==> config.mk <==
export PLATFORM = sky130hd
export DESIGN_NAME = zmodem_hex_header_builder_flat
export DESIGN_NICKNAME = d
export VERILOG_FILES = /design/src/rtl/zhhb_pkg.sv /design/src/rtl/zhhb_if.sv /design/src/rtl/zhhb_front.sv /design/src/rtl/zhhb_queue.sv /design/src/rtl/zhhb_back.sv /design/src/rtl/zmodem_hex_header_builder.sv /design/src/flat_wrapper.sv
export SDC_FILE = /design/constraint.sdc
export NUM_CORES = 1
export LEC_CHECK = 0
export BUFFER_PORTS_ARGS = -buffer_cell sky130_fd_sc_hd__buf_4
export CAP_MARGIN = 20
export CORE_MARGIN = 4
export CORE_UTILIZATION = 55
export CTS_BUF_LIST = sky130_fd_sc_hd__clkbuf_2 sky130_fd_sc_hd__clkbuf_4 sky130_fd_sc_hd__clkbuf_8
export CTS_CLUSTER_DIAMETER = 120
export DETAILED_ROUTE_END_ITERATION = 10
export PLACE_DENSITY = 0.73
export SYNTH_ARGS = -nofsm -noshare
export SYNTH_HDL_FRONTEND = slang
export SYNTH_HIERARCHICAL = 1
export SYNTH_SLANG_ARGS = --single-unit
==> constraint.sdc <==
create_clock -name clk -period 4.5 [get_ports clk]
set_input_delay 1.35 -clock clk [delete_from_list [all_inputs] [get_ports clk]]
set_output_delay 1.35 -clock clk [all_outputs]
set_load 0.02 [all_outputs]
==> src/rtl/zhhb_pkg.sv <==
// ----------------------------------------------------------------------------
// zhhb_pkg
// Types, character codes and helper functions shared by the hex header
// builder modules.
// ----------------------------------------------------------------------------
package zhhb_pkg;

    localparam int unsigned HDR_BYTES  = 5;
    localparam int unsigned REC_BYTES  = 7;
    localparam int unsigned CHAR_COUNT = 17;

    localparam logic [15:0] CRC_SEED = 16'h0000;
    localparam logic [15:0] CRC_POLY = 16'h1021;

    localparam logic [7:0] START_CHAR = 8'h42;
    localparam logic [7:0] CR_CHAR    = 8'h0d;
    localparam logic [7:0] LF_CHAR    = 8'h0a;
    localparam logic [7:0] HIGH_BIT   = 8'h80;
    localparam logic [7:0] DIGIT_BASE = 8'h30;
    localparam logic [7:0] ALPHA_BASE = 8'h57;

    // character positions within one header
    localparam logic [4:0] START_IDX = 5'd0;
    localparam logic [4:0] CR_IDX    = 5'd15;
    localparam logic [4:0] LF_IDX    = 5'd16;

    // byte 0 = type, 1..4 = f3..f0, 5 = crc high, 6 = crc low
    typedef logic [REC_BYTES-1:0][7:0] hdr_rec_t;
    typedef logic [4:0]                char_idx_t;

    function automatic logic [15:0] crc_byte(input logic [15:0] crc, input logic [7:0] b);
        logic [15:0] c;
        c = crc ^ {b, 8'h00};
        for (int i = 0; i < 8; i++) begin
            if (c[15])
            begin
                c = {c[14:0], 1'b0} ^ CRC_POLY;
            end
            else
            begin
                c = {c[14:0], 1'b0};
            end
        end
        return c;
    endfunction

    function automatic logic [7:0] hex_char(input logic [3:0] nib);
        logic [7:0] n8;
        n8 = {4'h0, nib};
        return (nib < 4'd10) ? (DIGIT_BASE + n8) : (ALPHA_BASE + n8);
    endfunction

    function automatic logic [7:0] char_at(input hdr_rec_t rec, input char_idx_t idx);
        char_idx_t  k;
        logic [7:0] b;
        logic [7:0] ch;
        k  = idx - 5'd1;
        b  = rec[k[3:1]];
        ch = 8'h00;
        case (idx)
            START_IDX: ch = START_CHAR;
            CR_IDX:    ch = CR_CHAR;
            LF_IDX:    ch = LF_CHAR | HIGH_BIT;
            default:   ch = k[0] ? hex_char(b[3:0]) : hex_char(b[7:4]);
        endcase
        return ch;
    endfunction

endpackage

==> src/rtl/zhhb_if.sv <==
// ----------------------------------------------------------------------------
// zhhb_if
// Valid/ready channels of the hex header builder: header in, characters out.
// ----------------------------------------------------------------------------
interface zhhb_hdr_if;
    logic       valid;
    logic       ready;
    logic [7:0] frame_type;
    logic [7:0] flag3;
    logic [7:0] flag2;
    logic [7:0] flag1;
    logic [7:0] flag0;

    modport source (output valid, frame_type, flag3, flag2, flag1, flag0, input ready);
    modport sink   (input valid, frame_type, flag3, flag2, flag1, flag0, output ready);
endinterface

interface zhhb_chr_if;
    logic       valid;
    logic       ready;
    logic [7:0] out_char;
    logic       last_char;

    modport source (output valid, out_char, last_char, input ready);
    modport sink   (input valid, out_char, last_char, output ready);
endinterface

==> src/rtl/zhhb_front.sv <==
// ----------------------------------------------------------------------------
// zhhb_front
// Accepts a header and runs CRC-16/XMODEM over its five bytes, one byte per
// cycle, then hands the finished record to the queue.
// ----------------------------------------------------------------------------
module zhhb_front
(
    input  logic                clk,
    input  logic                rst_n,
    zhhb_hdr_if.sink            hdr,
    output logic                push_valid,
    input  logic                push_ready,
    output zhhb_pkg::hdr_rec_t  push_rec
);

    logic                                     busy_reg, busy_next;
    logic [2:0]                               cnt_reg, cnt_next;
    logic [zhhb_pkg::HDR_BYTES-1:0][7:0]      bytes_reg, bytes_next;
    logic [15:0]                              crc_reg, crc_next;
    logic                                     accept;
    logic                                     done;

    assign hdr.ready  = !busy_reg;
    assign accept     = hdr.valid && !busy_reg;
    assign done       = busy_reg && (cnt_reg == 3'(zhhb_pkg::HDR_BYTES));
    assign push_valid = done;

    always_comb
    begin
        busy_next  = busy_reg;
        cnt_next   = cnt_reg;
        bytes_next = bytes_reg;
        crc_next   = crc_reg;
        if (accept)
        begin
            busy_next  = 1'b1;
            cnt_next   = 3'd1;
            bytes_next = {hdr.flag0, hdr.flag1, hdr.flag2, hdr.flag3, hdr.frame_type};
            crc_next   = zhhb_pkg::crc_byte(zhhb_pkg::CRC_SEED, hdr.frame_type);
        end
        else if (busy_reg && !done)
        begin
            cnt_next = cnt_reg + 3'd1;
            crc_next = zhhb_pkg::crc_byte(crc_reg, bytes_reg[cnt_reg]);
        end
        else if (done && push_ready)
        begin
            busy_next = 1'b0;
        end
    end

    always_comb
    begin
        push_rec = {crc_reg[7:0], crc_reg[15:8], bytes_reg};
    end

    always_ff @(posedge clk or negedge rst_n)
    begin
        if (!rst_n)
        begin
            busy_reg <= 1'b0;
            cnt_reg  <= 3'd0;
        end
        else
        begin
            busy_reg <= busy_next;
            cnt_reg  <= cnt_next;
        end
    end

    always_ff @(posedge clk)
    begin
        bytes_reg <= bytes_next;
        crc_reg   <= crc_next;
    end

endmodule

==> src/rtl/zhhb_queue.sv <==
// ----------------------------------------------------------------------------
// zhhb_queue
// Two-entry record queue between the CRC front end and the serializer.
// ----------------------------------------------------------------------------
module zhhb_queue
(
    input  logic                clk,
    input  logic                rst_n,
    input  logic                push_valid,
    output logic                push_ready,
    input  zhhb_pkg::hdr_rec_t  push_rec,
    output logic                pop_valid,
    input  logic                pop_ready,
    output zhhb_pkg::hdr_rec_t  pop_rec
);

    zhhb_pkg::hdr_rec_t entry_reg [2];
    logic               wr_ptr_reg;
    logic               rd_ptr_reg;
    logic [1:0]         count_reg, count_next;
    logic               push;
    logic               pop;

    assign push_ready = (count_reg != 2'd2);
    assign pop_valid  = (count_reg != 2'd0);
    assign pop_rec    = entry_reg[rd_ptr_reg];
    assign push       = push_valid && push_ready;
    assign pop        = pop_valid && pop_ready;

    always_comb
    begin
        count_next = count_reg;
        if (push && !pop)
        begin
            count_next = count_reg + 2'd1;
        end
        else if (pop && !push)
        begin
            count_next = count_reg - 2'd1;
        end
    end

    always_ff @(posedge clk or negedge rst_n)
    begin
        if (!rst_n)
        begin
            wr_ptr_reg <= 1'b0;
            rd_ptr_reg <= 1'b0;
            count_reg  <= 2'd0;
        end
        else
        begin
            if (push)
            begin
                wr_ptr_reg <= !wr_ptr_reg;
            end
            if (pop)
            begin
                rd_ptr_reg <= !rd_ptr_reg;
            end
            count_reg <= count_next;
        end
    end

    always_ff @(posedge clk)
    begin
        if (push)
        begin
            entry_reg[wr_ptr_reg] <= push_rec;
        end
    end

endmodule

==> src/rtl/zhhb_back.sv <==
// ----------------------------------------------------------------------------
// zhhb_back
// Serializer: turns one record into 17 characters, one per cycle while
// chr.ready is high, through a registered output stage.
// ----------------------------------------------------------------------------
module zhhb_back
(
    input  logic                clk,
    input  logic                rst_n,
    input  logic                pop_valid,
    output logic                pop_ready,
    input  zhhb_pkg::hdr_rec_t  pop_rec,
    zhhb_chr_if.source          chr
);

    zhhb_pkg::hdr_rec_t  rec_reg;
    zhhb_pkg::char_idx_t idx_reg, idx_next;
    logic                active_reg, active_next;
    logic                out_valid_reg, out_valid_next;
    logic [7:0]          out_char_reg, out_char_next;
    logic                out_last_reg, out_last_next;
    logic                adv;
    logic                at_last;

    assign adv       = active_reg && (!out_valid_reg || chr.ready);
    assign at_last   = (idx_reg == zhhb_pkg::LF_IDX);
    assign pop_ready = !active_reg || (adv && at_last);

    assign chr.valid     = out_valid_reg;
    assign chr.out_char  = out_char_reg;
    assign chr.last_char = out_last_reg;

    always_comb
    begin
        idx_next       = idx_reg;
        active_next    = active_reg;
        out_valid_next = out_valid_reg;
        out_char_next  = out_char_reg;
        out_last_next  = out_last_reg;
        if (adv)
        begin
            out_valid_next = 1'b1;
            out_char_next  = zhhb_pkg::char_at(rec_reg, idx_reg);
            out_last_next  = at_last;
            idx_next       = idx_reg + 5'd1;
            if (at_last)
            begin
                active_next = 1'b0;
            end
        end
        else if (chr.ready)
        begin
            out_valid_next = 1'b0;
        end
        if (pop_valid && pop_ready)
        begin
            active_next = 1'b1;
            idx_next    = zhhb_pkg::START_IDX;
        end
    end

    always_ff @(posedge clk or negedge rst_n)
    begin
        if (!rst_n)
        begin
            idx_reg       <= zhhb_pkg::START_IDX;
            active_reg    <= 1'b0;
            out_valid_reg <= 1'b0;
        end
        else
        begin
            idx_reg       <= idx_next;
            active_reg    <= active_next;
            out_valid_reg <= out_valid_next;
        end
    end

    always_ff @(posedge clk)
    begin
        out_char_reg <= out_char_next;
        out_last_reg <= out_last_next;
        if (pop_valid && pop_ready)
        begin
            rec_reg <= pop_rec;
        end
    end

endmodule

==> src/rtl/zmodem_hex_header_builder.sv <==
// ----------------------------------------------------------------------------
// zmodem_hex_header_builder
// Builds a ZMODEM hex header with CRC-16/XMODEM from a type and four flags.
// ----------------------------------------------------------------------------
// Usage:
//   hdr: valid/ready channel carrying frame_type and flag3..flag0; a header
//        is taken at a clock edge with valid and ready both high.
//   chr: valid/ready channel carrying out_char and last_char; one transfer
//        per character, 17 per header: 'B', fourteen lowercase hex digits
//        (type, f3..f0, crc high, crc low), CR, then LF with bit 7 set,
//        which carries last_char.
//   The first character follows the header transfer through the five CRC
//   byte steps, the queue, the serializer and the output register.
//   Throughput: set by the serializer emitting one character per cycle while
//   chr.ready is high; the CRC front end finishes a header sooner, and a
//   two-entry queue lets it take the next header while characters flow.
//   Reset: rst_n clears all control state; no header is pending afterward.
//   Stall: with chr.ready low the output character holds; the queue fills,
//   then hdr.ready drops until space returns.
// ----------------------------------------------------------------------------
module zmodem_hex_header_builder
(
    input  logic        clk,
    input  logic        rst_n,
    zhhb_hdr_if.sink    hdr,
    zhhb_chr_if.source  chr
);

    logic               q_push_valid;
    logic               q_push_ready;
    zhhb_pkg::hdr_rec_t q_push_rec;
    logic               q_pop_valid;
    logic               q_pop_ready;
    zhhb_pkg::hdr_rec_t q_pop_rec;

    zhhb_front u_front
    (
        .clk        (clk),
        .rst_n      (rst_n),
        .hdr        (hdr),
        .push_valid (q_push_valid),
        .push_ready (q_push_ready),
        .push_rec   (q_push_rec)
    );

    zhhb_queue u_queue
    (
        .clk        (clk),
        .rst_n      (rst_n),
        .push_valid (q_push_valid),
        .push_ready (q_push_ready),
        .push_rec   (q_push_rec),
        .pop_valid  (q_pop_valid),
        .pop_ready  (q_pop_ready),
        .pop_rec    (q_pop_rec)
    );

    zhhb_back u_back
    (
        .clk       (clk),
        .rst_n     (rst_n),
        .pop_valid (q_pop_valid),
        .pop_ready (q_pop_ready),
        .pop_rec   (q_pop_rec),
        .chr       (chr)
    );

    a_last_is_lf: assert property (@(posedge clk) disable iff (!rst_n)
        chr.valid && chr.last_char |-> chr.out_char == (zhhb_pkg::LF_CHAR | zhhb_pkg::HIGH_BIT))
        else $error("last character is not LF|0x80");

    a_next_starts: assert property (@(posedge clk) disable iff (!rst_n)
        chr.valid && chr.ready && chr.last_char
        |=> !chr.valid || chr.out_char == zhhb_pkg::START_CHAR)
        else $error("header does not start with B");

    a_push_holds: assert property (@(posedge clk) disable iff (!rst_n)
        q_push_valid && !q_push_ready |=> q_push_valid && $stable(q_push_rec))
        else $error("front dropped a stalled record");

endmodule

==> src/flat_wrapper.sv <==
// flat-port wrapper written by rule: the top's interface ports become plain ports
module zmodem_hex_header_builder_flat 
  (clk, rst_n, hdr_valid, hdr_frame_type, hdr_flag3, hdr_flag2, hdr_flag1, hdr_flag0, hdr_ready, chr_valid, chr_out_char, chr_last_char, chr_ready);
  zhhb_hdr_if hdr_i ();
  zhhb_chr_if chr_i ();
  input  logic clk;
  input  logic rst_n;
  input wire logic [$bits(hdr_i.valid)-1:0] hdr_valid;
  input wire logic [$bits(hdr_i.frame_type)-1:0] hdr_frame_type;
  input wire logic [$bits(hdr_i.flag3)-1:0] hdr_flag3;
  input wire logic [$bits(hdr_i.flag2)-1:0] hdr_flag2;
  input wire logic [$bits(hdr_i.flag1)-1:0] hdr_flag1;
  input wire logic [$bits(hdr_i.flag0)-1:0] hdr_flag0;
  output wire logic [$bits(hdr_i.ready)-1:0] hdr_ready;
  output wire logic [$bits(chr_i.valid)-1:0] chr_valid;
  output wire logic [$bits(chr_i.out_char)-1:0] chr_out_char;
  output wire logic [$bits(chr_i.last_char)-1:0] chr_last_char;
  input wire logic [$bits(chr_i.ready)-1:0] chr_ready;
  assign hdr_i.valid = hdr_valid;
  assign hdr_i.frame_type = hdr_frame_type;
  assign hdr_i.flag3 = hdr_flag3;
  assign hdr_i.flag2 = hdr_flag2;
  assign hdr_i.flag1 = hdr_flag1;
  assign hdr_i.flag0 = hdr_flag0;
  assign hdr_ready = hdr_i.ready;
  assign chr_valid = chr_i.valid;
  assign chr_out_char = chr_i.out_char;
  assign chr_last_char = chr_i.last_char;
  assign chr_i.ready = chr_ready;
  zmodem_hex_header_builder u_core (.clk(clk), .rst_n(rst_n), .hdr(hdr_i), .chr(chr_i));
endmodule
==> impl_metrics.sql, run 1 <==
INSERT INTO impl_metrics (metric_group, metric, value, unit) VALUES
('power', 'vdd.ir_drop.worst', '0.362', 'mV'),
('logic_synthesis', 'postSynthRegisterBits', '247', ''),
('cells_and_area', 'final_net_count', '690', ''),
('cells_and_area', 'antenna_cells', '0', ''),
('critical_path', 'slowest_stage', 'sky130_fd_sc_hd__dfrtp_1', ''),
('outcome', 'result_of_the_run', 'finished clean', ''),
('floorplanning', 'floorplan.die_area', '0.0208', 'mm2'),
('cells_and_area', 'sequential_cell_area', '0.00734', 'mm2'),
('global_routing', 'global_route.usage.met2', '0.296', ''),
('logic_synthesis', 'synth-warning-count', '6', ''),
('placement', 'numPlacedInstances', '826', ''),
('floorplanning', 'design.portCount', '55', ''),
('timing', 'slew_viol_final', '0', ''),
('drt', 'detail_route.iter0.violations', '267', ''),
('logic_synthesis', 'postSynth.topFlopCell', 'sky130_fd_sc_hd__edfxtp_1', ''),
('timing', 'worst-slew-pin-transition', '0.913', 'ns'),
('logic_synthesis', 'asyncSetResetFlopFracSynth', '0.0607', ''),
('global_routing', 'met3_usage', '0.0397', ''),
('floorplanning', 'die_w', '144', 'um'),
('global_routing', 'grtUsageTotal', '0.176', ''),
('timing', 'fmax', '0.266', 'GHz'),
('global_routing', 'global_route.usage.met1', '0.232', ''),
('placement', 'port_buffers', '54', ''),
('logic_synthesis', 'syn-cell-area', '0.0102', 'mm2'),
('drt', 'routed_wirelength', '17500', 'um'),
('clock_network', 'postcts_resize_cnt', '0', ''),
('drt', 'final_antenna_net_count', '0', ''),
('logic_synthesis', 'post_synth.cell_area_avg', '18.6', 'um2'),
('timing', 'final.setup.worst_slack', '0.746', 'ns'),
('cells_and_area', 'finalCoreUtilization', '0.642', ''),
('timing', 'final_period_util', '0.834', ''),
('critical_path', 'maximum_single_stage_delay_on_the_critical_path', '0.60', 'ns'),
('critical_path', 'setup.worst_path.end_class', 'flip-flop', ''),
('worst_hold_path', 'min_path_type', 'reg -> reg', ''),
('cells_and_area', 'layout.cells.most_common', 'sky130_fd_sc_hd__edfxtp_1', ''),
('drt', 'post_drt_via_cell_ratio', '5.51', ''),
('clock_network', 'ctsHtreeMaxLevel', '2', ''),
('timing', 'finClkSkew', '0.0214', 'ns'),
('floorplanning', 'design.core.area', '0.0181', 'mm2'),
('critical_path', 'r2r_slack', '0.75', 'ns'),
('global_routing', 'antenna_violations_before_repair', '0', ''),
('drt', 'detailed_route_via_count', '4920', ''),
('floorplanning', 'num_rows', '49', ''),
('power', 'power.leakage', '4.19', 'nW'),
('critical_path', 'required', '4.77', 'ns'),
('logic_synthesis', 'synth.lib_cells_used.distinct', '61', ''),
('cells_and_area', 'fraction_of_layout_cells_with_a_size_suffix_above_1', '0.345', ''),
('critical_path', 'crit_fanout', '19', ''),
('drt', 'detail_route.wl_per_cell', '19.6', 'um'),
('global_routing', 'grt_pass1_wl', '27700', 'um'),
('floorplanning', 'die_h', '144', 'um'),
('timing', 'final.setup.tns', '0', 'ns'),
('floorplanning', 'initial_core_util', '0.564', ''),
('logic_synthesis', 'synth_enable_flop_cells', '232', ''),
('timing', 'period_minus_slack', '3.75', 'ns'),
('drt', 'first_pass_iters', '4', ''),
('flow_run', 'drv.max_cap_violation_count', '0', ''),
('timing', 'relSlewSlack', '0.391', ''),
('clock_network', 'tritoncts', 'done', ''),
('global_routing', 'via_count_of_the_first_global_routing_pass', '5128', ''),
('timing', 'fin_hold_ws', '0.464', 'ns'),
('critical_path', 'timing_worst_setup_path_type', 'reg -> reg', ''),
('critical_path', 'arrival', '4.02', 'ns'),
('clock_network', 'cts.sink_count', '247', ''),
('logic_synthesis', 'synth.yosys.seq_area_share', '0.718', ''),
('global_routing', 'grt_max_degree', '32', ''),
('placement', 'dpl_worst_slack', '0.738', 'ns'),
('critical_path', 'worst_setup_path_start_kind', 'flip-flop', ''),
('clock_network', 'clock_transition_time_at_the_flip_flop_clock_pins_of_the_worst_setup_and_hold_paths', '0.06', 'ns'),
('critical_path', 'timing.critical_path.cells', 'inv_1, ha_1, xor2_4, mux2_2, a221oi_1, nor2_2, inv_1, ha_1, a21boi_0, o21bai_1, a221o_1', ''),
('cells_and_area', 'largest_register_ffs', '112', '');
## final timing paths
path	startpoint	depth (start not counted)	end
hold reg to reg	u_core/u_front/push_rec[10]$_DFFE_PP_	0	u_core/u_queue/entry_reg[0][10]$_DFFE_PP_
setup reg to reg	u_core/u_back/idx_reg[0]$_DFFE_PN0P_	11	u_core/u_back/chr.out_char[2]$_DFFE_PP_
hold / removal	u_core/u_front/push_rec[10]$_DFFE_PP_	0	u_core/u_queue/entry_reg[0][10]$_DFFE_PP_
setup / recovery	u_core/u_back/idx_reg[0]$_DFFE_PN0P_	11	u_core/u_back/chr.out_char[2]$_DFFE_PP_
max in group asynchronous	rst_n	1	u_core/u_queue/rd_ptr_reg$_DFFE_PN0P_
min in group asynchronous	rst_n	1	u_core/u_back/idx_reg[4]$_DFFE_PN0P_
## layout make-up
type / count / area share
flip-flops and latches: 247 / 0.630
repair buffers: 65 / 0.0430
clock inverters: 10 / 0.00591
well taps: 229 / 0.0246
inverters: 12 / 0.00387
multi-input cells: 273 / 0.233
clock buffers: 57 / 0.0588
## metal layers
layer,wire [um],vias to the layer above
li1,-,2310
met1,7340,2457
met2,8960,119
met3,871,34
met4,327,0
met5,0,-
## synthesized netlist by cell type (5+ instances only)
library cell,number,area share
sky130_fd_sc_hd__a221oi_1,5,0.0043
sky130_fd_sc_hd__nand2_1,13,0.0048
sky130_fd_sc_hd__xor2_1,23,0.020
sky130_fd_sc_hd__mux4_2,7,0.015
sky130_fd_sc_hd__xnor2_2,7,0.011
sky130_fd_sc_hd__dfrtp_1,15,0.037
sky130_fd_sc_hd__xnor2_1,13,0.011
sky130_fd_sc_hd__buf_6,5,0.0055
sky130_fd_sc_hd__nor2_2,5,0.0031
sky130_fd_sc_hd__o21ai_1,5,0.0024
sky130_fd_sc_hd__buf_2,7,0.0034
sky130_fd_sc_hd__mux2_4,31,0.045
sky130_fd_sc_hd__edfxtp_1,232,0.68
sky130_fd_sc_hd__inv_1,10,0.0037
sky130_fd_sc_hd__ha_1,8,0.0098
sky130_fd_sc_hd__mux2_2,32,0.035
sky130_fd_sc_hd__mux4_1,9,0.023
sky130_fd_sc_hd__o21ai_0,5,0.0024
sky130_fd_sc_hd__a21oi_1,19,0.0093
sky130_fd_sc_hd__nor2_1,31,0.011
## power breakdown
group          total, mW  internal (mW)  switching [mW]
registers           3.79           3.38           0.415
clock network       1.82           1.03           0.790
logic               3.49           1.66            1.84
total               9.10           6.06            3.04
## cells by family after synthesis
kind of cell / synth area share
AND/OR/NAND/NOR: 0.0391
multiplexers: 0.122
buffers and inverters: 0.0177
AO/OA/AOI/OAI: 0.0433
XOR/XNOR: 0.0500
adder cells (fa/ha/maj): 0.00979
flip-flops: 0.718
No activity file was read; power rests on OpenSTA's default activity.
==> run 2, diff against run 1 <==
- clock period: 4.5 -> 3.8 ns (I/O delays scaled with it)
==> run 2 against run 1 <==
Compared with the run above: combinational power is 21% higher; fmax rose by 15%; sequential cell count is the same; register-to-register slack worse by 0.22 ns; total power is 20% higher; wire length is 5.4% higher; final cell count increased by 0.78%; die area did not move; non-clock buffer count grew 5; global-route usage rose by 1.2 points; critical path type unchanged; critical endpoint unchanged; largest power group unchanged.
==> impl_metrics.sql, run 2 (synthesis gave the netlist of run 1 again) <==
INSERT INTO impl_metrics (metric_group, metric, value, unit) VALUES
('critical_path', 'r2r_slack', '0.52', 'ns'),
('drt', 'detail_route.wl_per_cell', '20.5', 'um'),
('cells_and_area', 'antenna_cells', '0', ''),
('floorplanning', 'num_rows', '49', ''),
('drt', 'drc_errors', '0', ''),
('cells_and_area', 'largest_register_ffs', '112', ''),
('clock_network', 'num_cts_buffers', '40', ''),
('critical_path', 'cp_common_cell', 'sky130_fd_sc_hd__ha_1', ''),
('critical_path', 'cp_delay_by_family_top', 'multiplexers', ''),
('global_routing', 'antenna_violations_before_repair', '0', ''),
('critical_path', 'maximum_single_stage_delay_on_the_critical_path', '0.56', 'ns'),
('timing', 'finClkSkew', '0.0219', 'ns'),
('clock_network', 'clock_tree.buffer_depth', '3', ''),
('power', 'power.leakage', '4.22', 'nW'),
('floorplanning', 'die_w', '144', 'um'),
('global_routing', 'grt.overflow.total', '0', ''),
('timing', 'relSlewSlack', '0.381', ''),
('critical_path', 'setup.worst_path.start', 'u_core/u_back/idx_reg[0]$_DFFE_PN0P_', ''),
('critical_path', 'arrival', '3.55', 'ns'),
('cells_and_area', 'leading_cell_types_in_the_layout_fill_and_taps_excluded', 'sky130_fd_sc_hd__edfxtp_1 (232), sky130_fd_sc_hd__buf_4 (68), sky130_fd_sc_hd__clkbuf_8 (43)', ''),
('critical_path', 'timing.critical_path.cells', 'inv_1, ha_1, xor2_4, mux4_2, a21oi_1, ha_1, nand2_2, mux2_4, a221o_1', ''),
('critical_path', 'crit_fanout', '11', ''),
('floorplanning', 'design.portCount', '55', ''),
('clock_network', 'clock_transition_time_at_the_flip_flop_clock_pins_of_the_worst_setup_and_hold_paths', '0.06', 'ns'),
('flow_run', 'drv.max_cap_violation_count', '0', ''),
('clock_network', 'ctsHtreeMaxLevel', '2', ''),
('floorplanning', 'floorplan.die_area', '0.0208', 'mm2'),
('placement', 'place_hpwl', '12200', 'um'),
('timing', 'fmax', '0.305', 'GHz'),
('global_routing', 'via_count_of_the_first_global_routing_pass', '5446', ''),
('floorplanning', 'design.core.area', '0.0181', 'mm2'),
('clock_network', 'tritoncts', 'done', ''),
('cells_and_area', 'layout.cells.most_common', 'sky130_fd_sc_hd__edfxtp_1', ''),
('placement', 'place.gp.congestion', '0.910', ''),
('clock_network', 'hold_buffers', '0', ''),
('critical_path', 'timing_worst_setup_path_type', 'reg -> reg', ''),
('critical_path', 'worst_setup_path_start_kind', 'flip-flop', ''),
('timing', 'final-setup-viol-count', '0', ''),
('outcome', 'result_of_the_run', 'finished clean', ''),
('clock_network', 'cts_root_buffer', 'sky130_fd_sc_hd__clkbuf_8', ''),
('drt', 'first_pass_iters', '5', ''),
('timing', 'grt_setup_unrepaired', 'false', ''),
('timing', 'period_minus_slack', '3.28', 'ns'),
('floorplanning', 'die_h', '144', 'um'),
('timing', 'final.setup.tns', '0', 'ns'),
('worst_hold_path', 'hp-start', 'u_core/u_front/push_rec[8]$_DFFE_PP_', ''),
('cells_and_area', 'final_net_count', '696', ''),
('cells_and_area', 'finalCoreUtilization', '0.646', ''),
('clock_network', 'postcts_resize_cnt', '0', ''),
('timing', 'final_period_util', '0.862', ''),
('worst_hold_path', 'min_path_type', 'reg -> reg', ''),
('global_routing', 'grt_pass1_wl', '29500', 'um'),
('cells_and_area', 'fraction_of_layout_cells_with_a_size_suffix_above_1', '0.349', ''),
('drt', 'routed_wirelength', '18400', 'um'),
('drt', 'detail_route.iter0.violations', '377', ''),
('critical_path', 'setup.worst_path.end_class', 'flip-flop', ''),
('cells_and_area', 'synthToLayoutAreaGrowth', '14.6', '%'),
('critical_path', 'crit-reg2reg-launch', 'u_core/u_back/idx_reg[0]$_DFFE_PN0P_', ''),
('timing', 'hold_violation_count_in_the_final_report', '0', ''),
('global_routing', 'grt_max_degree', '57', ''),
('drt', 'detailed_route_via_count', '5035', ''),
('clock_network', 'post-cts-setup-buffers', '0', ''),
('global_routing', 'grtUsageTotal', '0.188', ''),
('critical_path', 'slowest_stage', 'sky130_fd_sc_hd__mux4_2', ''),
('timing', 'slew_viol_final', '0', ''),
('critical_path', 'cp_num_buf_inv', '1', ''),
('power', 'powerDensity', '933', 'mW/mm2'),
('drt', 'post_drt_via_cell_ratio', '5.59', ''),
('critical_path', 'required', '4.07', 'ns'),
('placement', 'port_buffers', '54', ''),
('power', 'vdd.ir_drop.worst', '0.379', 'mV'),
('drt', 'final_antenna_net_count', '0', ''),
('timing', 'worst-slew-pin-transition', '0.929', 'ns'),
('clock_network', 'worst_skew_pair.late_latency', '0.53', 'ns'),
('floorplanning', 'initial_core_util', '0.564', ''),
('clock_network', 'cts.sink_count', '247', '');
## run 2: changes by cell type in the layout (fill, tap and decap cells not counted)
cell / before / now
sky130_fd_sc_hd__buf_12: 1 / 2
sky130_fd_sc_hd__buf_4: 64 / 68
sky130_fd_sc_hd__clkbuf_4: 16 / 15
sky130_fd_sc_hd__clkbuf_8: 41 / 43
sky130_fd_sc_hd__clkinv_1: 6 / 7
sky130_fd_sc_hd__clkinv_2: 4 / 3
sky130_fd_sc_hd__inv_6: 0 / 1
sky130_fd_sc_hd__nor2_1: 29 / 30
sky130_fd_sc_hd__nor2_2: 6 / 5
## run 2: through the flow
stage	area (um2)	worst slack (ns)	hold WS (ns)	std cells	total power [mW]
3_3_place_gp	10900	0.678	0.446	831	8.52
3_5_place_dp	10900	0.541	0.456	831	8.72
6_report	11700	0.525	0.469	900	10.9
2_1_floorplan	10200	0.588	0.436	551	7.71
4_1_cts	11700	0.538	0.450	900	11.0
5_1_grt	11700	0.250	0.462	900	11.6
## run 2: worst paths after layout
check / cells past startpoint / to
max in group asynchronous: 1 / u_core/u_queue/rd_ptr_reg$_DFFE_PN0P_
hold reg to reg: 0 / u_core/u_queue/entry_reg[0][8]$_DFFE_PP_
setup / recovery: 9 / u_core/u_back/chr.out_char[2]$_DFFE_PP_
min in group asynchronous: 1 / u_core/u_back/idx_reg[1]$_DFFE_PN0P_
setup reg to reg: 9 / u_core/u_back/chr.out_char[2]$_DFFE_PP_
hold / removal: 0 / u_core/u_queue/entry_reg[0][8]$_DFFE_PP_
## run 2: area by class of cell
| cell class | count | area (um2) |
|---|---|---|
| Tap cell | 229 | 287 |
| Inverter | 12 | 45.0 |
| Clock inverter | 11 | 76.3 |
| Multi-Input combinational cell | 273 | 2720 |
| Fill cell | 1268 | 6420 |
| Clock buffer | 58 | 704 |
| Sequential cell | 247 | 7340 |
| Timing Repair Buffer | 70 | 551 |
## run 2: where the power goes
part | switching [mW] | total (mW) | internal, mW
clock | 0.977 | 2.23 | 1.25
combinational | 2.24 | 4.23 | 1.99
sequential | 0.472 | 4.47 | 4.00
total | 3.69 | 10.9 | 7.24
## run 2: layer usage
layer,global-route usage,vias up,part of all wire
met2,0.317,162,0.51
met4,0.0599,0,0.018
li1,-,2330,-
met1,0.247,2511,0.41
met3,0.0400,32,0.057
met5,0,-,0
==> run 3, diff against run 2 <==
- CORE_MARGIN: 4 -> 3
- RECOVER_POWER: default -> 100
==> run 3 against run 2 <==
Compared with the run above: the run now ends with max-capacitance violations, max-slew violations left; via count fell by 0.34%; wire length fell by 1.4%; final cell count fell by 0.78%; total power fell by 5.7%; count of clock-buffer cells in the layout fell by 3; global-route usage fell by 0.28 points; critical path type unchanged; critical endpoint is now u_core/u_back/chr.out_char[0]$_DFFE_PP_.
==> impl_metrics.sql, run 3 (synthesis gave the netlist of run 1 again) <==
INSERT INTO impl_metrics (metric_group, metric, value, unit) VALUES
('drt', 'first_pass_iters', '5', ''),
('placement', 'place_hpwl', '12000', 'um'),
('worst_hold_path', 'min_path_type', 'reg -> reg', ''),
('power', 'power.leakage', '3.88', 'nW'),
('timing', 'grt_setup_unrepaired', 'false', ''),
('clock_network', 'num_cts_buffers', '40', ''),
('cells_and_area', 'synthToLayoutAreaGrowth', '10.6', '%'),
('timing', 'fmax', '0.303', 'GHz'),
('critical_path', 'required', '4.06', 'ns'),
('outcome', 'violated_checks', 'max-capacitance violations, max-slew violations', ''),
('critical_path', 'timing_worst_setup_path_type', 'reg -> reg', ''),
('timing', 'final.setup.tns', '0', 'ns'),
('floorplanning', 'floorplan.die_area', '0.0203', 'mm2'),
('critical_path', 'worst_setup_path_start_kind', 'flip-flop', ''),
('placement', 'port_buffers', '54', ''),
('drt', 'detailed_route_via_count', '5018', ''),
('global_routing', 'grt.overflow.total', '0', ''),
('timing', 'finClkSkew', '0.0176', 'ns'),
('power', 'powerDensity', '911', 'mW/mm2'),
('clock_network', 'tritoncts', 'done', ''),
('clock_network', 'clock_tree.buffer_depth', '3', ''),
('critical_path', 'worstReg2RegEnd', 'u_core/u_back/chr.out_char[0]$_DFFE_PP_', ''),
('cells_and_area', 'fraction_of_layout_cells_with_a_size_suffix_above_1', '0.226', ''),
('critical_path', 'cells_on_worst_reg2reg_path', '10', ''),
('clock_network', 'post-cts-setup-buffers', '0', ''),
('clock_network', 'cts.sink_count', '247', ''),
('drt', 'drc_errors', '0', ''),
('critical_path', 'arrival', '3.56', 'ns'),
('floorplanning', 'initial_core_util', '0.564', ''),
('clock_network', 'cts_root_buffer', 'sky130_fd_sc_hd__clkbuf_8', ''),
('placement', 'place.gp.congestion', '0.879', ''),
('timing', 'period_minus_slack', '3.30', 'ns'),
('timing', 'worst-slew-pin-transition', '1.59', 'ns'),
('outcome', 'result_of_the_run', 'complete, but fails checks', ''),
('critical_path', 'r2r_slack', '0.50', 'ns'),
('critical_path', 'setup.worst_path.start', 'u_core/u_back/idx_reg[1]$_DFFE_PN0P_', ''),
('cells_and_area', 'leading_cell_types_in_the_layout_fill_and_taps_excluded', 'sky130_fd_sc_hd__edfxtp_1 (232), sky130_fd_sc_hd__clkbuf_4 (49), sky130_fd_sc_hd__clkbuf_8 (41)', ''),
('global_routing', 'grt_max_degree', '62', ''),
('timing', 'hold_violation_count_in_the_final_report', '0', ''),
('global_routing', 'antenna_violations_before_repair', '0', ''),
('drt', 'post_drt_via_cell_ratio', '5.62', ''),
('drt', 'final_antenna_net_count', '0', ''),
('power', 'totalPowerFinal', '10.3', 'mW'),
('clock_network', 'postcts_resize_cnt', '0', ''),
('drt', 'detail_route.iter0.violations', '328', ''),
('drt', 'detail_route.wl_per_cell', '20.4', 'um'),
('global_routing', 'grt_pass1_wl', '28600', 'um'),
('critical_path', 'crit-reg2reg-launch', 'u_core/u_back/idx_reg[1]$_DFFE_PN0P_', ''),
('timing', 'slew_viol_final', '58', ''),
('critical_path', 'setup.worst_path.end_class', 'flip-flop', ''),
('timing', 'relSlewSlack', '-0.0613', ''),
('floorplanning', 'design.core.area', '0.0181', 'mm2'),
('cells_and_area', 'largest_register_ffs', '112', ''),
('timing', 'final_period_util', '0.868', ''),
('floorplanning', 'die_w', '142', 'um'),
('global_routing', 'via_count_of_the_first_global_routing_pass', '5218', ''),
('clock_network', 'ctsHtreeMaxLevel', '2', ''),
('cells_and_area', 'final_net_count', '693', ''),
('critical_path', 'critPathCapture', 'u_core/u_back/chr.out_char[0]$_DFFE_PP_', ''),
('cells_and_area', 'antenna_cells', '0', ''),
('clock_network', 'clock_transition_time_at_the_flip_flop_clock_pins_of_the_worst_setup_and_hold_paths', '0.06', 'ns'),
('clock_network', 'hold_buffers', '0', ''),
('cells_and_area', 'layout.cells.most_common', 'sky130_fd_sc_hd__edfxtp_1', ''),
('global_routing', 'grtUsageTotal', '0.185', ''),
('flow_run', 'drv.max_cap_violation_count', '1', ''),
('drt', 'routed_wirelength', '18200', 'um'),
('critical_path', 'crit_fanout', '11', ''),
('power', 'vdd.ir_drop.worst', '0.418', 'mV'),
('floorplanning', 'num_rows', '49', ''),
('clock_network', 'worst_skew_pair.late_latency', '0.52', 'ns'),
('floorplanning', 'design.portCount', '55', ''),
('floorplanning', 'die_h', '142', 'um'),
('timing', 'final-setup-viol-count', '0', '');
[run 3: where the power goes]
group          total (mW)  switching, mW  internal [mW]
combinational        3.84           2.16           1.68
sequential           4.41          0.397           4.01
clock                2.06          0.934           1.13
[run 3: layer usage]
metal | GRT usage | wire length [um]
met1 | 0.262 | 8000
met2 | 0.292 | 8590
met3 | 0.0423 | 1210
met4 | 0.0550 | 377
met5 | 0 | 0
[run 3: how the worst min path moves through the flow]
stage                                               start                                        end  slack (ns)  cells past startpoint
detailed placement   u_core/u_front/push_rec[3]$_DFFE_PP_   u_core/u_queue/entry_reg[1][3]$_DFFE_PP_        0.46                      0
floorplan           u_core/u_front/push_rec[10]$_DFFE_PP_  u_core/u_queue/entry_reg[0][10]$_DFFE_PP_        0.44                      0
CTS                                                 rst_n      u_core/u_front/cnt_reg[1]$_DFFE_PN0P_        0.45                      1
global route         u_core/u_front/push_rec[2]$_DFFE_PP_   u_core/u_queue/entry_reg[1][2]$_DFFE_PP_        0.49                      0
finish               u_core/u_back/active_reg$_DFFE_PN0P_        u_core/u_back/chr.valid$_DFFE_PN0P_        0.47                      1
global placement     u_core/u_front/push_rec[9]$_DFFE_PP_   u_core/u_queue/entry_reg[1][9]$_DFFE_PP_        0.44                      0
[run 3: stage by stage]
stage	std cells	util	setup WS, ns	instance area (um2)	hold slack (ns)
2_1_floorplan	551	-	0.588	10200	0.436
3_3_place_gp	828	0.602	0.736	10900	0.437
3_5_place_dp	828	0.602	0.652	10900	0.459
4_1_cts	893	0.642	0.613	11600	0.447
5_1_grt	893	0.623	0.251	11300	0.487
6_report	893	0.623	0.502	11300	0.470
[run 3: worst max-delay path: stages (launching register included)]
cell and delay [ns]:
sky130_fd_sc_hd__dfrtp_1 0.44, sky130_fd_sc_hd__inv_1 0.13, sky130_fd_sc_hd__ha_1 0.29, sky130_fd_sc_hd__xor2_4 0.35, sky130_fd_sc_hd__buf_4 0.26, sky130_fd_sc_hd__mux2_2 0.35, sky130_fd_sc_hd__a221oi_1 0.29, sky130_fd_sc_hd__nor2_2 0.12
sky130_fd_sc_hd__o21ai_0 0.35, sky130_fd_sc_hd__xor2_1 0.12, sky130_fd_sc_hd__a221o_1 0.34
[run 3: layout make-up]
class / instances / area, um2
fill: 1311 / 6840
tap: 229 / 287
clock inverter: 10 / 48.8
sequential: 247 / 7340
multi-input combinational: 273 / 2510
timing repair buffer: 67 / 413
inverter: 12 / 45.0
clock buffer: 55 / 669
